<file path="src/hw/rtl/vbi_pkg.sv">
package vbi_pkg;

    // Default grid size in voxels
    localparam int DEF_GRID_X = 64;
    localparam int DEF_GRID_Y = 64;
    localparam int DEF_GRID_Z = 32;

    // Field widths
    localparam int STEP_W = 3;
    localparam int VOX_W  = 8;
    // Signed box coordinate: covers -7 .. 127 + 7
    localparam int COORD_W = 10;
    // Signed box offset: covers -7 .. 7
    localparam int OFS_W = 4;

    // Configuration register indexes
    localparam logic REG_INFLATE = 1'b0;
    localparam logic REG_EXTRA   = 1'b1;

    // Reset values of the configuration registers
    localparam logic [STEP_W-1:0] INFLATE_RST = 3'd2;
    localparam logic [STEP_W-1:0] EXTRA_RST   = 3'd4;

    typedef enum logic [1:0] {
        KIND_MARK  = 2'd0,
        KIND_END   = 2'd1,
        KIND_QUERY = 2'd2,
        KIND_CLEAR = 2'd3
    } t_kind;

    typedef enum logic [2:0] {
        ST_IDLE,
        ST_CLEAR,
        ST_MARK,
        ST_FLUSH,
        ST_QREAD,
        ST_QDATA
    } t_state;

    // Column request from the box walker
    typedef struct packed {
        logic active;
        logic in_grid;
        logic last;
        logic set_inf;
        logic set_ext;
    } t_col_ctl;

endpackage

</file>
<file path="src/hw/rtl/vbi_box_walk.sv">
// Walks the (2s+1) x (2s+1) column box around a mark, s being the larger
// half-width, one column per cycle.
module vbi_box_walk #(
    parameter int GRID_X = vbi_pkg::DEF_GRID_X,
    parameter int GRID_Y = vbi_pkg::DEF_GRID_Y,
    localparam int XW = $clog2(GRID_X),
    localparam int YW = $clog2(GRID_Y),
    localparam int AW = $clog2(GRID_X * GRID_Y)
) (
    input  logic                      i_clk,
    input  logic                      i_rst_n,
    input  logic                      i_start,
    input  logic [XW-1:0]             i_cx,
    input  logic [YW-1:0]             i_cy,
    input  logic [vbi_pkg::STEP_W-1:0] i_inflate_steps,
    input  logic [vbi_pkg::STEP_W-1:0] i_extra_steps,
    output vbi_pkg::t_col_ctl         o_ctl,
    output logic [AW-1:0]             o_addr
);

    localparam int CW = vbi_pkg::COORD_W;
    localparam int OW = vbi_pkg::OFS_W;

    logic          r_active;
    logic [OW-1:0] r_dx;
    logic [OW-1:0] r_dy;

    logic [vbi_pkg::STEP_W-1:0] span;
    logic [OW-1:0]              span_w;
    logic [OW-1:0]              span_neg;
    logic                       at_dy_end;
    logic                       at_dx_end;
    logic [CW-1:0]              col_x;
    logic [CW-1:0]              col_y;
    logic                       col_ok;
    logic [OW-1:0]              adx;
    logic [OW-1:0]              ady;

    // Pick the larger half-width; the user must change the steps only while idle, the block does not enforce it
    assign span     = (i_inflate_steps > i_extra_steps) ? i_inflate_steps : i_extra_steps;
    assign span_w   = {1'b0, span};
    assign span_neg = {OW{1'b0}} - span_w;
    assign at_dy_end = (r_dy == span_w);
    assign at_dx_end = (r_dx == span_w);

    // Advance the offsets: y fastest, then x
    always_ff @(posedge i_clk) begin
        if (!i_rst_n) begin
            r_active <= 1'b0;
        end else if (i_start) begin
            r_active <= 1'b1;
            r_dx     <= span_neg;
            r_dy     <= span_neg;
        end else if (r_active) begin
            if (at_dy_end) begin
                r_dy <= span_neg;
                if (at_dx_end) begin
                    r_active <= 1'b0;
                end else begin
                    r_dx <= r_dx + 1'b1;
                end
            end else begin
                r_dy <= r_dy + 1'b1;
            end
        end
    end

    // Column coordinates and grid check
    assign col_x  = CW'(i_cx) + {{(CW-OW){r_dx[OW-1]}}, r_dx};
    assign col_y  = CW'(i_cy) + {{(CW-OW){r_dy[OW-1]}}, r_dy};
    assign col_ok = !col_x[CW-1] && (col_x < CW'(GRID_X))
                 && !col_y[CW-1] && (col_y < CW'(GRID_Y));

    // Per-map box membership
    assign adx = r_dx[OW-1] ? ({OW{1'b0}} - r_dx) : r_dx;
    assign ady = r_dy[OW-1] ? ({OW{1'b0}} - r_dy) : r_dy;

    always_comb begin
        o_ctl.active  = r_active;
        o_ctl.in_grid = r_active && col_ok;
        o_ctl.last    = r_active && at_dx_end && at_dy_end;
        o_ctl.set_inf = (adx <= {1'b0, i_inflate_steps}) && (ady <= {1'b0, i_inflate_steps});
        o_ctl.set_ext = (adx <= {1'b0, i_extra_steps}) && (ady <= {1'b0, i_extra_steps});
    end

    assign o_addr = AW'(col_x[XW-1:0]) * AW'(GRID_Y) + AW'(col_y[YW-1:0]);

endmodule

</file>
<file path="config.mk">
export PLATFORM = sky130hd
export DESIGN_NAME = vbi_box_walk
export DESIGN_NICKNAME = d
export VERILOG_FILES = /design/src/hw/rtl/vbi_pkg.sv /design/src/hw/rtl/vbi_box_walk.sv
export SDC_FILE = /design/constraint.sdc
export NUM_CORES = 1
export LEC_CHECK = 0
export CORE_MARGIN = 5
export CORE_UTILIZATION = 65
export CTS_CLUSTER_DIAMETER = 30
export DETAILED_ROUTE_END_ITERATION = 16
export DONT_BUFFER_PORTS = 1
export PLACE_DENSITY = 0.81
export SYNTH_ARGS = -nofsm -noshare
export SYNTH_HDL_FRONTEND = slang
export SYNTH_SLANG_ARGS = --single-unit
</file>
<file path="constraint.sdc">
create_clock -name i_clk -period 4.7 [get_ports i_clk]
set_clock_uncertainty 0.05 [all_clocks]
set_input_delay 0.235 -clock i_clk [delete_from_list [all_inputs] [get_ports i_clk]]
set_output_delay 0.235 -clock i_clk [all_outputs]
set_load 0.02 [all_outputs]
</file>
==> summary.txt <==
Final hold violation count - 0
Largest net degree at the start of global routing - 14
Fin worst setup slack - 1.37 ns
YS warnings - 0
Synth Flop Type - edfxtp_1
Max-cap violation count - 0
Setup bufs post-CTS - 0
Worst-margin pin slew - 0.701 ns
Die Y - 59.9 µm
Async SR Flop Fraction - 0%
H-tree level count - 1
Clock Sinks - 9
Final nets - 238
Dominant cell type by area after synthesis - ha_1
Post-CTS sizing - 0
Max Buffers Root-to-Sink - 2
Maximum clock rate - 300 MHz
R2R depth - 3
Vias after detailed routing - 1270
Clk pin slew, worst setup/hold paths - 0.06 ns
RSZ-0062 raised after global routing - no
Synthesized area - 1620 µm²
Final HPWL DP - 2850 µm
Min Hold Slack - 0.126 ns
Grt total ovfl - 0
Die width - 59.9 µm
Syn Area/Cell - 8.96 µm²
Largest cells by area after synthesis - ha_1 (26%), edfxtp_1 (15%), xnor2_1 (9.7%)
Type of the most critical hold path - in -> reg
Hold Path Stages - 1
WL final - 3300 µm
Initial DRC count - 118
Critical path buffers and inverters - 1
DRT Pass-1 Iters - 5
Final min period - 3.33 ns
Die Area - 3590 µm²
Critical path type - reg -> out
Max VDD drop - 0.176 mV
Post-synth EDFFs - 8
Slowest stage cell, crit path - a211oi_1
Fin. max-slew vios - 0
Critical Path AT - 3.04 ns
Most frequent cells in the layout - ha_1 (34), inv_1 (26), xnor2_1 (18), a21oi_1 (11), edfxtp_1 (8)
Clock latency on the worst-skew pair - 0.27 ns
Rel. slew slack - 53.0%
Synth unique cells - 41
Syn Nets - 238
Share of layout cells above drive strength 1 - 8.33%
Setup violators final - 0
Crit-path cells - ha_1 -> inv_1 -> fa_1 -> nor2b_1 -> o21ai_1 -> a211o_1 -> a21bo_1 -> mux2_2 -> a211oi_1
Lkg Pwr - 0.792 nW
Fin area - 1660 µm²
FP Rows - 18
DRC violations left - 0
WP depth - 9
Register area - 260 µm²
Crit-path leading delay family - compound AO/OA/AOI/OAI gates
Placer Congestion - 0.830
Synthesized flop and latch total - 9
Port Buf Inserts - 0
Antenna viol nets, final - 0
Crit path max fanout - 7
Final worst-path cycle share - 70.8%
Core Footprint - 2430 µm²
Clock tree from TritonCTS - built
Initial antenna violation count - 0
Setup TNS - 0 ns
Initial Util - 66.7%
Placement Setup Slack - 1.64 ns
Overall Global Routing Usage - 21.4%
Root Buffer Master - clkbuf_4
Register area share after synthesis - 16.0%
Vias per inst - 6.05
Worst path required time - 4.41 ns
# diodes - 0
Status - finished, final reports clean
Placed inst area - 1640 µm²
Pwr/cell area - 257 nW/µm²
Vias in the first global route - 1290
Fillers - 199
Global-route wire length before repair - 5660 µm
Largest stage delay, worst path - 0.62 ns
Hold-fix buffers, CTS - 0
Syn-to-layout area delta - 2.55%
I/O pin cnt - 38
Post-Synthesis Cells - 181
Multi-input gate area - 1240 µm²
Per-cell routed wire length - 15.7 µm
Element type at the critical path end - output pin
Share of the synthesized area in the top cell type - 26.2%
CTS buffer count - 3
Critical Path Start Type - register
Commonest non-fill, non-tap cell in the layout - ha_1
## metrics by stage
stage          util (%)  total power [mW]  cells
2_1_floorplan         -             0.329    181
3_3_place_gp       67.3             0.355    206
3_5_place_dp       67.3             0.367    206
4_1_cts            68.4             0.430    210
5_1_grt            68.4             0.463    210
6_report           68.4             0.427    210
## metal layers
layer	wire, µm	GRT usage, %
met5	0	0
met4	70	10.4
met3	228	4.10
met2	1720	38.3
met1	1270	24.0
## cells in the mapped netlist (all sizes together), types with 2 or more instances
cell,count
o21a,2
nor2b,2
fa,2
mux2i,6
nor2,5
o21ai,7
a211oi,3
nor3,3
clkbuf,4
nand3,4
ha,34
xnor2,18
nand2b,5
a21oi,12
edfxtp,8
mux2,3
a31oi,6
a21o,7
xor2,3
inv,26
nand2,5
## flip-flops by register name (all words and copies together), names as in the netlist
register,count
r_dy,4
r_active,1
r_dx,4
## power by group
group	internal, mW	switching [mW]	total (mW)	leakage, nW
combinational	0.102	0.148	0.250	0.695
sequential	0.0985	0.0162	0.115	0.0825
clock	0.0329	0.0296	0.0624	0.0150
## path summary, 6_finish.rpt
check / from / end / slack [ns]
hold reg to reg: r_dy[0] / r_dy[0] / 0.73
setup / recovery: r_dx[0] / o_ctl[3] / 1.37
hold / removal: i_start / r_dx[3] / 0.13
setup reg to reg: r_dy[1] / r_dx[1] / 2.49
## layout make-up
class,instances,share of cell area [%]
tap,30,2.26
inverter,26,5.87
clock buffer,4,1.58
multi-input combinational,141,74.6
sequential,9,15.7
## cells by family (layout without fill, tap and decap cells)
family                   count (synthesis)  after routing  synth area share [%]
AO/OA/AOI/OAI                           46             46                  20.3
flip-flops                               9              9                  16.0
adder cells (fa/ha/maj)                 36             36                  28.7
AND/OR/NAND/NOR                         29             29                  9.72
multiplexers                             9              9                  6.48
XOR/XNOR                                21             21                  11.3
buffers and inverters                   31             30                  7.41
## worst reg2reg max path, delay by kind of cell (launching register included)
kind                      cells  cell delay [ns]
DFF                           1             0.52
xor gates and xnor gates      1             0.22
AOI/OAI and AO/OA             2             1.06
Note: power is estimated with default switching activity, not from simulation.
